<file path="src/hw/rtl/dpl_pkg.sv">
// Shared types, constants and the control word layout for the pendulum LED ring driver.
// Depends on nothing; every other file refers to it by scoped names.
`default_nettype none
package dpl_pkg;

	// Ring and frame geometry.
	localparam int LED_TOTAL        = 40;
	localparam int FRAME_WORDS      = LED_TOTAL + 2;
	localparam int FRAME_LAST       = FRAME_WORDS - 1;
	localparam int IDX_W            = 6;
	// Sine lookup resolution: power of two, the angle keeps the top TBL_BITS of the phase.
	localparam int SINE_TABLE_DEPTH = 256;
	localparam int TBL_BITS         = $clog2(SINE_TABLE_DEPTH);

	// Datapath widths.
	localparam int PHASE_W = 32;
	localparam int MUL_A_W = 33;
	localparam int MUL_B_W = 25;
	localparam int PROD_W  = MUL_A_W + MUL_B_W;
	localparam int ACC_W   = 48;
	localparam int PROJ_W  = 18;
	localparam int TRIG_W  = 17;
	localparam int QUO_W   = 16;
	localparam int DEN_W   = 35;
	localparam int REM_W   = 36;
	localparam int CNT_W   = 5;
	localparam int UPC_W   = 5;

	// Configuration registers.
	localparam int CFG_IDX_W = 2;
	localparam logic [CFG_IDX_W-1:0] CFG_DAMPING  = 2'd0;
	localparam logic [CFG_IDX_W-1:0] CFG_GAIN     = 2'd1;
	localparam logic [CFG_IDX_W-1:0] CFG_LIT_WORD = 2'd2;
	localparam logic [CFG_IDX_W-1:0] CFG_DARK     = 2'd3;

	localparam logic [15:0] DAMPING_RST   = 16'd6554;
	localparam logic [23:0] GAIN_RST      = 24'd106808;
	localparam logic [31:0] LIT_WORD_RST  = 32'hFFFF_FFE1;
	localparam logic [31:0] DARK_WORD_RST = 32'h0000_00E0;
	localparam logic [31:0] START_WORD    = 32'h0000_0000;
	localparam logic [31:0] END_WORD      = 32'hFFFF_FFFF;

	// Multiplier operand selection.
	typedef enum logic [2:0] {
		MUL_NONE,
		MUL_SQ,
		MUL_AYC,
		MUL_AXS,
		MUL_AG,
		MUL_VD,
		MUL_LED
	} mul_sel_t;

	// Register-transfer operation of one step.
	typedef enum logic [3:0] {
		ALU_NOP,
		ALU_DIV_INIT,
		ALU_DIV_STEP,
		ALU_SIN_WR,
		ALU_COS_WR,
		ALU_ACC_LD,
		ALU_ACC_SUB,
		ALU_A_LD,
		ALU_V_ADD,
		ALU_V_DAMP,
		ALU_V_SAT,
		ALU_LED_LD,
		ALU_EMIT
	} alu_op_t;

	// Step counter sequencing.
	typedef enum logic [1:0] {
		JMP_NEXT,
		JMP_DIV,
		JMP_EMIT
	} jmp_t;

	typedef struct packed {
		mul_sel_t mul_sel;
		alu_op_t  alu_op;
		jmp_t     jump;
	} ctrl_t;

	localparam ctrl_t CTRL_IDLE = '{mul_sel: MUL_NONE, alu_op: ALU_NOP, jump: JMP_NEXT};

	// Datapath status seen by the sequencer.
	typedef struct packed {
		logic div_last;
		logic emit_done;
	} stat_t;

endpackage
`default_nettype wire

</file>
<file path="src/hw/rtl/dpl_ucode_rom.sv">
// Read-only microprogram: one control word per step of the tick computation.
// Depends on dpl_pkg for the control word layout.
`default_nettype none
module dpl_ucode_rom (
	input  logic [dpl_pkg::UPC_W-1:0] upc,
	output dpl_pkg::ctrl_t            word
);

	// Sine, then cosine (Bhaskara quotient), projection, Euler step, LED pick, frame.
	always_comb begin
		word = dpl_pkg::CTRL_IDLE;
		case (upc)
			5'd0:  word = '{dpl_pkg::MUL_SQ,   dpl_pkg::ALU_NOP,      dpl_pkg::JMP_NEXT};
			5'd1:  word = '{dpl_pkg::MUL_NONE, dpl_pkg::ALU_DIV_INIT, dpl_pkg::JMP_NEXT};
			5'd2:  word = '{dpl_pkg::MUL_NONE, dpl_pkg::ALU_DIV_STEP, dpl_pkg::JMP_DIV};
			5'd3:  word = '{dpl_pkg::MUL_NONE, dpl_pkg::ALU_SIN_WR,   dpl_pkg::JMP_NEXT};
			5'd4:  word = '{dpl_pkg::MUL_SQ,   dpl_pkg::ALU_NOP,      dpl_pkg::JMP_NEXT};
			5'd5:  word = '{dpl_pkg::MUL_NONE, dpl_pkg::ALU_DIV_INIT, dpl_pkg::JMP_NEXT};
			5'd6:  word = '{dpl_pkg::MUL_NONE, dpl_pkg::ALU_DIV_STEP, dpl_pkg::JMP_DIV};
			5'd7:  word = '{dpl_pkg::MUL_NONE, dpl_pkg::ALU_COS_WR,   dpl_pkg::JMP_NEXT};
			5'd8:  word = '{dpl_pkg::MUL_AYC,  dpl_pkg::ALU_NOP,      dpl_pkg::JMP_NEXT};
			5'd9:  word = '{dpl_pkg::MUL_AXS,  dpl_pkg::ALU_ACC_LD,   dpl_pkg::JMP_NEXT};
			5'd10: word = '{dpl_pkg::MUL_NONE, dpl_pkg::ALU_ACC_SUB,  dpl_pkg::JMP_NEXT};
			5'd11: word = '{dpl_pkg::MUL_NONE, dpl_pkg::ALU_A_LD,     dpl_pkg::JMP_NEXT};
			5'd12: word = '{dpl_pkg::MUL_AG,   dpl_pkg::ALU_NOP,      dpl_pkg::JMP_NEXT};
			5'd13: word = '{dpl_pkg::MUL_VD,   dpl_pkg::ALU_V_ADD,    dpl_pkg::JMP_NEXT};
			5'd14: word = '{dpl_pkg::MUL_NONE, dpl_pkg::ALU_V_DAMP,   dpl_pkg::JMP_NEXT};
			5'd15: word = '{dpl_pkg::MUL_NONE, dpl_pkg::ALU_V_SAT,    dpl_pkg::JMP_NEXT};
			5'd16: word = '{dpl_pkg::MUL_LED,  dpl_pkg::ALU_NOP,      dpl_pkg::JMP_NEXT};
			5'd17: word = '{dpl_pkg::MUL_NONE, dpl_pkg::ALU_LED_LD,   dpl_pkg::JMP_NEXT};
			5'd18: word = '{dpl_pkg::MUL_NONE, dpl_pkg::ALU_EMIT,     dpl_pkg::JMP_EMIT};
			default: word = dpl_pkg::CTRL_IDLE;
		endcase
	end

endmodule
`default_nettype wire

</file>
<file path="src/hw/rtl/dpl_sequencer.sv">
// Step counter and jump logic that walks the microprogram once per accepted tick.
// Depends on dpl_pkg and dpl_ucode_rom.
`default_nettype none
module dpl_sequencer (
	input  logic           clk,
	input  logic           arst_n,
	input  logic           start,
	input  dpl_pkg::stat_t stat,
	output logic           busy,
	output dpl_pkg::ctrl_t ctrl
);

	logic [dpl_pkg::UPC_W-1:0] upc_q;
	logic                      busy_q;
	dpl_pkg::ctrl_t            rom_word;

	dpl_ucode_rom u_rom (
		.upc  (upc_q),
		.word (rom_word)
	);

	// Step counter: advance, hold on a loop step, or finish after the last frame word.
	always_ff @(posedge clk or negedge arst_n) begin
		if (!arst_n) begin
			upc_q  <= '0;
			busy_q <= 1'b0;
		end else if (start) begin
			upc_q  <= '0;
			busy_q <= 1'b1;
		end else if (busy_q) begin
			case (rom_word.jump)
				dpl_pkg::JMP_NEXT: upc_q <= upc_q + 1'b1;
				dpl_pkg::JMP_DIV: begin
					if (stat.div_last) upc_q <= upc_q + 1'b1;
				end
				dpl_pkg::JMP_EMIT: begin
					if (stat.emit_done) busy_q <= 1'b0;
				end
				default: upc_q <= upc_q;
			endcase
		end
	end

	assign busy = busy_q;
	assign ctrl = busy_q ? rom_word : dpl_pkg::CTRL_IDLE;

endmodule
`default_nettype wire

</file>
<file path="src/hw/rtl/dpl_datapath.sv">
// Arithmetic datapath: shared multiplier, restoring divider for the sine form,
// projection accumulator and the phase/velocity state. Depends on dpl_pkg.
`default_nettype none
module dpl_datapath (
	input  logic                        clk,
	input  logic                        arst_n,
	input  logic                        start,
	input  logic signed [15:0]          accel_x,
	input  logic signed [15:0]          accel_y,
	input  dpl_pkg::ctrl_t              ctrl,
	input  logic [15:0]                 damping_coeff,
	input  logic [23:0]                 accel_gain,
	output logic                        div_last,
	output logic [dpl_pkg::IDX_W-1:0]   led
);

	localparam logic signed [dpl_pkg::ACC_W-1:0] VEL_MAX = 48'sd2147483647;
	localparam logic signed [dpl_pkg::ACC_W-1:0] VEL_MIN = -48'sd2147483648;
	localparam logic [dpl_pkg::PHASE_W-1:0] QUARTER_TURN = 32'h4000_0000;
	localparam logic [dpl_pkg::CNT_W-1:0]   DIV_STEPS    = 5'(dpl_pkg::QUO_W);

	logic signed [15:0]                   ax_q, ay_q;
	logic [dpl_pkg::PHASE_W-1:0]          ang_q;
	logic [dpl_pkg::PHASE_W-1:0]          phase_q;
	logic signed [dpl_pkg::PHASE_W-1:0]   vel_q;
	logic signed [dpl_pkg::TRIG_W-1:0]    sin_q, cos_q;
	logic signed [dpl_pkg::PROD_W-1:0]    prod_q;
	logic signed [dpl_pkg::ACC_W-1:0]     acc_q;
	logic signed [dpl_pkg::PROJ_W-1:0]    proj_q;
	logic [dpl_pkg::DEN_W-1:0]            den_q;
	logic [dpl_pkg::REM_W-1:0]            rem_q;
	logic [dpl_pkg::QUO_W-1:0]            quo_q;
	logic [dpl_pkg::CNT_W-1:0]            cnt_q;
	logic [dpl_pkg::IDX_W-1:0]            led_q;

	logic signed [dpl_pkg::MUL_A_W-1:0]   mul_a;
	logic signed [dpl_pkg::MUL_B_W-1:0]   mul_b;
	logic [15:0]                          h;
	logic [dpl_pkg::REM_W-1:0]            rem_sh;
	logic                                 rem_ge;
	logic signed [dpl_pkg::TRIG_W-1:0]    trig_pos, trig_val;
	logic signed [dpl_pkg::ACC_W-1:0]     vel_ext, damp_ext;
	logic signed [dpl_pkg::PHASE_W-1:0]   vel_sat;

	// Half-turn position used by the Bhaskara form.
	assign h = ang_q[30:15];

	// Multiplier operand selection.
	always_comb begin
		mul_a = '0;
		mul_b = '0;
		case (ctrl.mul_sel)
			dpl_pkg::MUL_SQ: begin
				mul_a = $signed({17'd0, h});
				mul_b = $signed({8'd0, 17'h1_0000 - {1'b0, h}});
			end
			dpl_pkg::MUL_AYC: begin
				mul_a = 33'(ay_q);
				mul_b = 25'(cos_q);
			end
			dpl_pkg::MUL_AXS: begin
				mul_a = 33'(ax_q);
				mul_b = 25'(sin_q);
			end
			dpl_pkg::MUL_AG: begin
				mul_a = 33'(proj_q);
				mul_b = $signed({1'b0, accel_gain});
			end
			dpl_pkg::MUL_VD: begin
				mul_a = 33'(vel_q);
				mul_b = $signed({9'd0, damping_coeff});
			end
			dpl_pkg::MUL_LED: begin
				mul_a = $signed({1'b0, phase_q});
				mul_b = 25'(dpl_pkg::LED_TOTAL);
			end
			default: begin
				mul_a = '0;
				mul_b = '0;
			end
		endcase
	end

	// Divider step: shift in a zero numerator bit and subtract when it fits.
	assign rem_sh = {rem_q[dpl_pkg::REM_W-2:0], 1'b0};
	assign rem_ge = rem_sh >= {1'b0, den_q};

	// Quotient is the sine magnitude; the upper half turn negates it.
	assign trig_pos = $signed({1'b0, quo_q});
	assign trig_val = ang_q[31] ? -trig_pos : trig_pos;

	// Velocity terms and saturation to the signed 32-bit range.
	assign vel_ext  = 48'(vel_q);
	assign damp_ext = 48'($signed(prod_q[47:16]));
	always_comb begin
		if (acc_q > VEL_MAX) begin
			vel_sat = VEL_MAX[31:0];
		end else if (acc_q < VEL_MIN) begin
			vel_sat = VEL_MIN[31:0];
		end else begin
			vel_sat = acc_q[31:0];
		end
	end

	// Pendulum state and divider control.
	always_ff @(posedge clk or negedge arst_n) begin
		if (!arst_n) begin
			phase_q <= '0;
			vel_q   <= '0;
			cnt_q   <= '0;
		end else begin
			case (ctrl.alu_op)
				dpl_pkg::ALU_DIV_INIT: cnt_q <= DIV_STEPS;
				dpl_pkg::ALU_DIV_STEP: cnt_q <= cnt_q - 1'b1;
				dpl_pkg::ALU_V_SAT: begin
					vel_q   <= vel_sat;
					phase_q <= phase_q + vel_sat;
				end
				default: cnt_q <= cnt_q;
			endcase
		end
	end

	// Working registers driven by the control word.
	always_ff @(posedge clk) begin
		if (start) begin
			ax_q  <= accel_x;
			ay_q  <= accel_y;
			ang_q <= {phase_q[31 -: dpl_pkg::TBL_BITS],
			          {(dpl_pkg::PHASE_W - dpl_pkg::TBL_BITS){1'b0}}};
		end
		if (ctrl.mul_sel != dpl_pkg::MUL_NONE) begin
			prod_q <= mul_a * mul_b;
		end
		case (ctrl.alu_op)
			dpl_pkg::ALU_DIV_INIT: begin
				den_q <= (35'd5 << 32) - {prod_q[32:0], 2'b00};
				rem_q <= {prod_q[32:0], 3'b000};
				quo_q <= '0;
			end
			dpl_pkg::ALU_DIV_STEP: begin
				rem_q <= rem_ge ? rem_sh - {1'b0, den_q} : rem_sh;
				quo_q <= {quo_q[dpl_pkg::QUO_W-2:0], rem_ge};
			end
			dpl_pkg::ALU_SIN_WR: begin
				sin_q <= trig_val;
				ang_q <= ang_q + QUARTER_TURN;
			end
			dpl_pkg::ALU_COS_WR: cos_q  <= trig_val;
			dpl_pkg::ALU_ACC_LD: acc_q  <= prod_q[47:0];
			dpl_pkg::ALU_ACC_SUB: acc_q <= acc_q - prod_q[47:0];
			dpl_pkg::ALU_A_LD: proj_q   <= acc_q[32:15];
			dpl_pkg::ALU_V_ADD: acc_q   <= vel_ext + prod_q[47:0];
			dpl_pkg::ALU_V_DAMP: acc_q  <= acc_q - damp_ext;
			dpl_pkg::ALU_LED_LD: led_q  <= prod_q[32 +: dpl_pkg::IDX_W];
			default: acc_q <= acc_q;
		endcase
	end

	assign div_last = cnt_q == 5'd1;
	assign led      = led_q;

endmodule
`default_nettype wire

</file>
<file path="src/hw/rtl/dpl_frame_out.sv">
// Frame word generator with the output register of the result channel.
// Depends on dpl_pkg.
`default_nettype none
module dpl_frame_out (
	input  logic                      clk,
	input  logic                      arst_n,
	input  dpl_pkg::ctrl_t            ctrl,
	input  logic [dpl_pkg::IDX_W-1:0] led,
	input  logic [31:0]               lit_word,
	input  logic [31:0]               dark_word,
	input  logic                      out_ready,
	output logic                      out_valid,
	output logic [31:0]               frame_word,
	output logic [dpl_pkg::IDX_W-1:0] word_index,
	output logic [dpl_pkg::IDX_W-1:0] lit_led,
	output logic                      last_word,
	output logic                      emit_done
);

	localparam logic [dpl_pkg::IDX_W-1:0] LAST_IDX = 6'(dpl_pkg::FRAME_LAST);

	logic [dpl_pkg::IDX_W-1:0] cnt_q;
	logic                      valid_q;
	logic [31:0]               word_q;
	logic [dpl_pkg::IDX_W-1:0] index_q, led_out_q;
	logic                      last_q;
	logic                      load;
	logic                      at_last;
	logic [31:0]               next_word;

	assign load    = (ctrl.alu_op == dpl_pkg::ALU_EMIT) && (!valid_q || out_ready);
	assign at_last = cnt_q == LAST_IDX;

	// Word for the current position: start, end, lit LED or dark LED.
	always_comb begin
		if (cnt_q == '0) begin
			next_word = dpl_pkg::START_WORD;
		end else if (at_last) begin
			next_word = dpl_pkg::END_WORD;
		end else if (cnt_q == led + 1'b1) begin
			next_word = lit_word;
		end else begin
			next_word = dark_word;
		end
	end

	// Output register: refilled when empty or when its transaction completes.
	always_ff @(posedge clk or negedge arst_n) begin
		if (!arst_n) begin
			valid_q <= 1'b0;
			cnt_q   <= '0;
		end else if (load) begin
			valid_q <= 1'b1;
			cnt_q   <= at_last ? '0 : cnt_q + 1'b1;
		end else if (out_ready) begin
			valid_q <= 1'b0;
		end
	end

	always_ff @(posedge clk) begin
		if (load) begin
			word_q    <= next_word;
			index_q   <= cnt_q;
			led_out_q <= led;
			last_q    <= at_last;
		end
	end

	assign emit_done  = load && at_last;
	assign out_valid  = valid_q;
	assign frame_word = word_q;
	assign word_index = index_q;
	assign lit_led    = led_out_q;
	assign last_word  = last_q;

endmodule
`default_nettype wire

</file>
<file path="src/hw/rtl/damped_pendulum_led_ring_driver_unit.sv">
// Top level of the damped pendulum LED ring driver: configuration registers and wiring.
// Depends on dpl_pkg, dpl_sequencer, dpl_datapath and dpl_frame_out.
//
//   channel  direction  handshake             payload
//   in       input      in_valid/in_ready     accel_x, accel_y
//   out      output     out_valid/out_ready   frame_word, word_index, lit_led, last_word
//   cfg      input      cfg_valid/cfg_ready   cfg_index, cfg_data
//
// After acceptance, each tick runs two sine evaluations, each bounded by the 16-step divider,
// then projection, Euler update and LED choice, followed by 42 frame words at one per cycle
// while the output is not stalled. No new tick is taken until the last frame word is loaded.
// Output stalls hold the frame sequencer; the last word may wait while the next tick is taken.
// Reset clears phase, velocity and control and restores the register defaults.
`default_nettype none
module damped_pendulum_led_ring_driver_unit (
	input  logic                              clk,
	input  logic                              arst_n,
	input  logic                              in_valid,
	output logic                              in_ready,
	input  logic signed [15:0]                accel_x,
	input  logic signed [15:0]                accel_y,
	output logic                              out_valid,
	input  logic                              out_ready,
	output logic [31:0]                       frame_word,
	output logic [5:0]                        word_index,
	output logic [5:0]                        lit_led,
	output logic                              last_word,
	input  logic                              cfg_valid,
	output logic                              cfg_ready,
	input  logic [dpl_pkg::CFG_IDX_W-1:0]     cfg_index,
	input  logic [31:0]                       cfg_data
);

	logic [15:0]    damping_q;
	logic [23:0]    gain_q;
	logic [31:0]    lit_word_q;
	logic [31:0]    dark_word_q;
	logic           busy;
	logic           start;
	dpl_pkg::ctrl_t ctrl;
	dpl_pkg::stat_t stat;
	logic           div_last;
	logic           emit_done;
	logic [5:0]     led;

	assign in_ready  = !busy;
	assign start     = in_valid && !busy;
	assign cfg_ready = 1'b1;

	// Configuration register file.
	always_ff @(posedge clk or negedge arst_n) begin
		if (!arst_n) begin
			damping_q   <= dpl_pkg::DAMPING_RST;
			gain_q      <= dpl_pkg::GAIN_RST;
			lit_word_q  <= dpl_pkg::LIT_WORD_RST;
			dark_word_q <= dpl_pkg::DARK_WORD_RST;
		end else if (cfg_valid) begin
			case (cfg_index)
				dpl_pkg::CFG_DAMPING:  damping_q   <= cfg_data[15:0];
				dpl_pkg::CFG_GAIN:     gain_q      <= cfg_data[23:0];
				dpl_pkg::CFG_LIT_WORD: lit_word_q  <= cfg_data;
				dpl_pkg::CFG_DARK:     dark_word_q <= cfg_data;
				default:               damping_q   <= damping_q;
			endcase
		end
	end

	assign stat = '{div_last: div_last, emit_done: emit_done};

	dpl_sequencer u_seq (
		.clk    (clk),
		.arst_n (arst_n),
		.start  (start),
		.stat   (stat),
		.busy   (busy),
		.ctrl   (ctrl)
	);

	dpl_datapath u_dp (
		.clk           (clk),
		.arst_n        (arst_n),
		.start         (start),
		.accel_x       (accel_x),
		.accel_y       (accel_y),
		.ctrl          (ctrl),
		.damping_coeff (damping_q),
		.accel_gain    (gain_q),
		.div_last      (div_last),
		.led           (led)
	);

	dpl_frame_out u_out (
		.clk        (clk),
		.arst_n     (arst_n),
		.ctrl       (ctrl),
		.led        (led),
		.lit_word   (lit_word_q),
		.dark_word  (dark_word_q),
		.out_ready  (out_ready),
		.out_valid  (out_valid),
		.frame_word (frame_word),
		.word_index (word_index),
		.lit_led    (lit_led),
		.last_word  (last_word),
		.emit_done  (emit_done)
	);

endmodule
`default_nettype wire

</file>
<file path="config.mk">
export PLATFORM = sky130hd
export DESIGN_NAME = damped_pendulum_led_ring_driver_unit
export DESIGN_NICKNAME = d
export VERILOG_FILES = /design/src/hw/rtl/dpl_pkg.sv /design/src/hw/rtl/dpl_ucode_rom.sv /design/src/hw/rtl/dpl_sequencer.sv /design/src/hw/rtl/dpl_datapath.sv /design/src/hw/rtl/dpl_frame_out.sv /design/src/hw/rtl/damped_pendulum_led_ring_driver_unit.sv
export SDC_FILE = /design/constraint.sdc
export NUM_CORES = 2
export LEC_CHECK = 0
export BUFFER_PORTS_ARGS = -buffer_cell sky130_fd_sc_hd__buf_4
export CAP_MARGIN = 10
export CORE_MARGIN = 2
export CORE_UTILIZATION = 30
export CTS_BUF_LIST = sky130_fd_sc_hd__clkbuf_16
export DETAILED_ROUTE_END_ITERATION = 16
export PLACE_DENSITY = 0.51
export SLEW_MARGIN = 10
export SYNTH_ARGS = -nofsm -noshare
export SYNTH_HDL_FRONTEND = slang
export SYNTH_SLANG_ARGS = --single-unit
</file>
<file path="constraint.sdc">
create_clock -name clk -period 9.3 [get_ports clk]
set_clock_uncertainty 0.1 [all_clocks]
set_input_delay 0.465 -clock clk [delete_from_list [all_inputs] [get_ports clk]]
set_output_delay 0.465 -clock clk [all_outputs]
set_load 0.01 [all_outputs]
</file>
==> results.json <==
{
  "run_status": "complete, no violations",
  "worst_skew_pair.late_latency_ps": 700,
  "cp.required_ps": 9640,
  "drive_gt1_share_pct": 13.5,
  "syn-num-nets": 7255,
  "use_met2_pct": 33.1,
  "yosys_warnings": 0,
  "track_usage_pct": 18.9,
  "preCtsSetupSlack_ps": -26.4,
  "ant_nets": 0,
  "avgViaCountPerCell": 5.10,
  "start_util_pct": 30.2,
  "placed_area_um2": 63400,
  "htree_num_levels": 2,
  "hpwlAfterDp_um": 154000,
  "use_met1_pct": 25.1,
  "crit_start": "u_seq.upc_q[0]",
  "grt_pass1_wl_um": 287000,
  "reg2reg_depth": 35,
  "cts_sinks": 507,
  "endpoint_kind": "flop",
  "nets": 7521,
  "area_growth_pct": 15.7,
  "clk_path_buf_depth": 3,
  "slowest_stage": "fa_1",
  "finalSetupViolations": 0,
  "p_per_area_nw_per_um2": 331,
  "p_sw_share_pct": 50.7,
  "p_seq_share_pct": 21.0,
  "core-area_um2": 193000,
  "timing.final.crit_share_pct": 97.8,
  "grt_pass1_vias": 46100,
  "slew_viol_final": 0,
  "row_count": 161,
  "syn_area_per_cell_um2": 9.54,
  "io_pins": 119,
  "ys_dominant_reg_cell": "edfxtp_1",
  "p_int_mw": 11.0,
  "syn_area_um2": 58100,
  "fp.dieH_um": 444,
  "tightest_slew_ps": 1090,
  "yosys.cell_types.count": 103,
  "setup_tns_ps": 0,
  "drtIter0Drc": 3296,
  "dieWidth_um": 444,
  "crit_type": "flop to flop",
  "numCtsBuffers": 59,
  "timing.rr.end": "u_dp.prod_q[42]",
  "ir_drop_mv": 0.259,
  "finalCriticalPeriod_ps": 9090,
  "via_count": 45600,
  "avgRoutedWirePerCell_um": 21.5,
  "grtUsageMet3_pct": 1.98,
  "grt_busiest_layer": "met2",
  "r2r_setup_slack_ps": 210,
  "antenna_found_initial": 9,
  "crit_fanout": 16,
  "finalWorstSetupSlack_ps": 205,
  "final_area_um2": 67300,
  "cpMostUsedCell": "fa_1",
  "synth-seq-cells": 507,
  "p_comb_share_pct": 68.2,
  "synth_async_sr_flop_share_pct": 36.7,
  "slew_headroom_pct": 27.4,
  "wirelength_um": 192000,
  "grt_overflow": 0,
  "grt_start_max_net_pins": 94,
  "maxCapViolations": 0,
  "cts_root_buf": "clkbuf_16",
  "clkTransAtPathRegs_ps": 60,
  "synth_edf_count": 321,
  "layout_commonest_cell": "inv_1",
  "drc": 0,
  "port_buffers": 117,
  "power_mw": 22.3,
  "rr_startpoint": "u_seq.upc_q[0]",
  "switchingPower_mw": 11.3,
  "globalplace.congestion": 0.921,
  "most-common-layout-cells": "959 x inv_1, 726 x fa_1, 687 x nand2_1",
  "hp-class": "primary input to asynchronous set/reset pin",
  "p_leak_nw": 30.6,
  "cp.arrival_ps": 9430,
  "die-area_um2": 197000,
  "ys_seq_area_share_pct": 24.7,
  "worstSetupStartpointType": "flop",
  "first_pass_iters": 8,
  "slowest_delay_ps": 590,
  "final_hold_viol_count": 0,
  "antenna_cells": 0,
  "power_frac_clock_pct": 10.9,
  "fmax_ghz": 0.110,
  "cts_tree": "done",
  "syn_inst": 6091
}
==> Yosys cell counts, drive strengths merged, types with 12 or more instances <==
master	number	area share, %
o211ai	17	0.22
buf	36	0.31
nand2	694	4.5
clkbuf	240	1.6
fa	727	25
nor2b	39	0.42
a222oi	12	0.21
a211o	14	0.21
a31oi	31	0.33
mux2	138	2.7
xnor2	205	3.1
nand3	88	0.76
nand2b	62	0.67
inv	955	6.2
a21oi	303	2.6
a211oi	34	0.46
o22ai	24	0.27
nor2	444	2.9
ha	366	7.9
nor3	48	0.44
o21bai	28	0.36
edfxtp	321	17
dfstp	45	2.0
and3	18	0.19
and2	60	0.65
a221o	34	0.59
dfrtp	141	6.1
nand4	49	0.53
o21ai	204	1.8
o31ai	17	0.24
mux2i	82	1.4
a21o	210	2.7
a221oi	42	0.71
or3	14	0.16
a22oi	18	0.23
o21a	38	0.49
o221ai	39	0.59
xor2	105	1.6
nor4	19	0.24
==> routing by layer <==
layer / routed length, um / part of all wire, % / vias up
li1: - / - / 20800
met1: 82100 / 43 / 23300
met2: 94700 / 49 / 1266
met3: 9860 / 5.1 / 240
met4: 4980 / 2.6 / 0
met5: 0 / 0 / -
==> power groups by stage <==
stage / clock, mW / combinational, mW / sequential (mW)
5_1_grt: 2.55 / 16.7 / 4.73
3_5_place_dp: 0 / 14.6 / 4.69
3_3_place_gp: 0 / 14.5 / 4.68
6_report: 2.42 / 15.2 / 4.67
2_1_floorplan: 0 / 10.1 / 4.17
4_1_cts: 2.48 / 14.7 / 4.66
==> sequential cells by signal, indices dropped and copies added, names as in the netlist, 32 cells and up <==
signal	cells
u_dp.rem_q	33
u_dp.den_q	33
lit_word_q	32
u_dp.acc_q	48
u_dp.vel_q	32
u_dp.phase_q	32
dark_word_q	32
u_out.frame_word	32
u_dp.prod_q	48
==> critical path, delay by kind of cell (launching register included) <==
kind                     cells  cell delay, ps
adder cells (fa/ha/maj)      9            4110
AO/OA/AOI/OAI                6            1390
AND/OR/NAND/NOR              7            1340
buffers and inverters       11            1160
flip-flops                   1             440
multiplexers                 1             210
XOR/XNOR                     1             110
==> area by class of cell <==
| class | count | area, um2 |
|---|---|---|
| clock inverter | 50 | 427 |
| clock buffer | 62 | 1550 |
| tap | 2526 | 3160 |
| fill | 19600 | 125000 |
| multi-input combinational | 4352 | 39900 |
| sequential | 507 | 14400 |
| timing repair buffer | 481 | 4330 |
| inverter | 956 | 3590 |
==> through the flow <==
stage               std cells  util, %  hold slack [ps]
finish                   8934     34.9              252
global route             8934     34.9              276
CTS                      8877     34.3              243
detailed placement       8698     32.9              375
global placement         8698     32.9              375
floorplan                6091        -             69.4
==> cell families after synthesis <==
group	synth area share [%]
AO/OA/AOI/OAI	13.3
XOR/XNOR	4.72
adder cells (fa/ha/maj)	32.9
buffers and inverters	8.04
flip-flops	24.7
multiplexers	4.09
other	0.00645
AND/OR/NAND/NOR	12.2
==> worst max-delay path by stage <==
stage | to | slack [ps] | cells after the start
3_5_place_dp | u_dp.prod_q[45] | -30 | 34
3_3_place_gp | u_dp.prod_q[42] | 70 | 34
6_report | u_dp.prod_q[42] | 210 | 35
4_1_cts | u_dp.prod_q[45] | 20 | 36
5_1_grt | u_dp.prod_q[42] | -100 | 34
2_1_floorplan | u_dp.prod_q[46] | 40 | 40
==> what timing repair did <==
item / CTS / global route
cloned: 0 / 10
endpoints found under the hold margin: 178 / 0
hold buffers: 67 / 0
setup buffers: 0 / 47
pin swaps: 0 / 21
resized for setup: 1 / 116
setup endpoints to repair: 1 / 14
(Power assumes the default switching activity.)
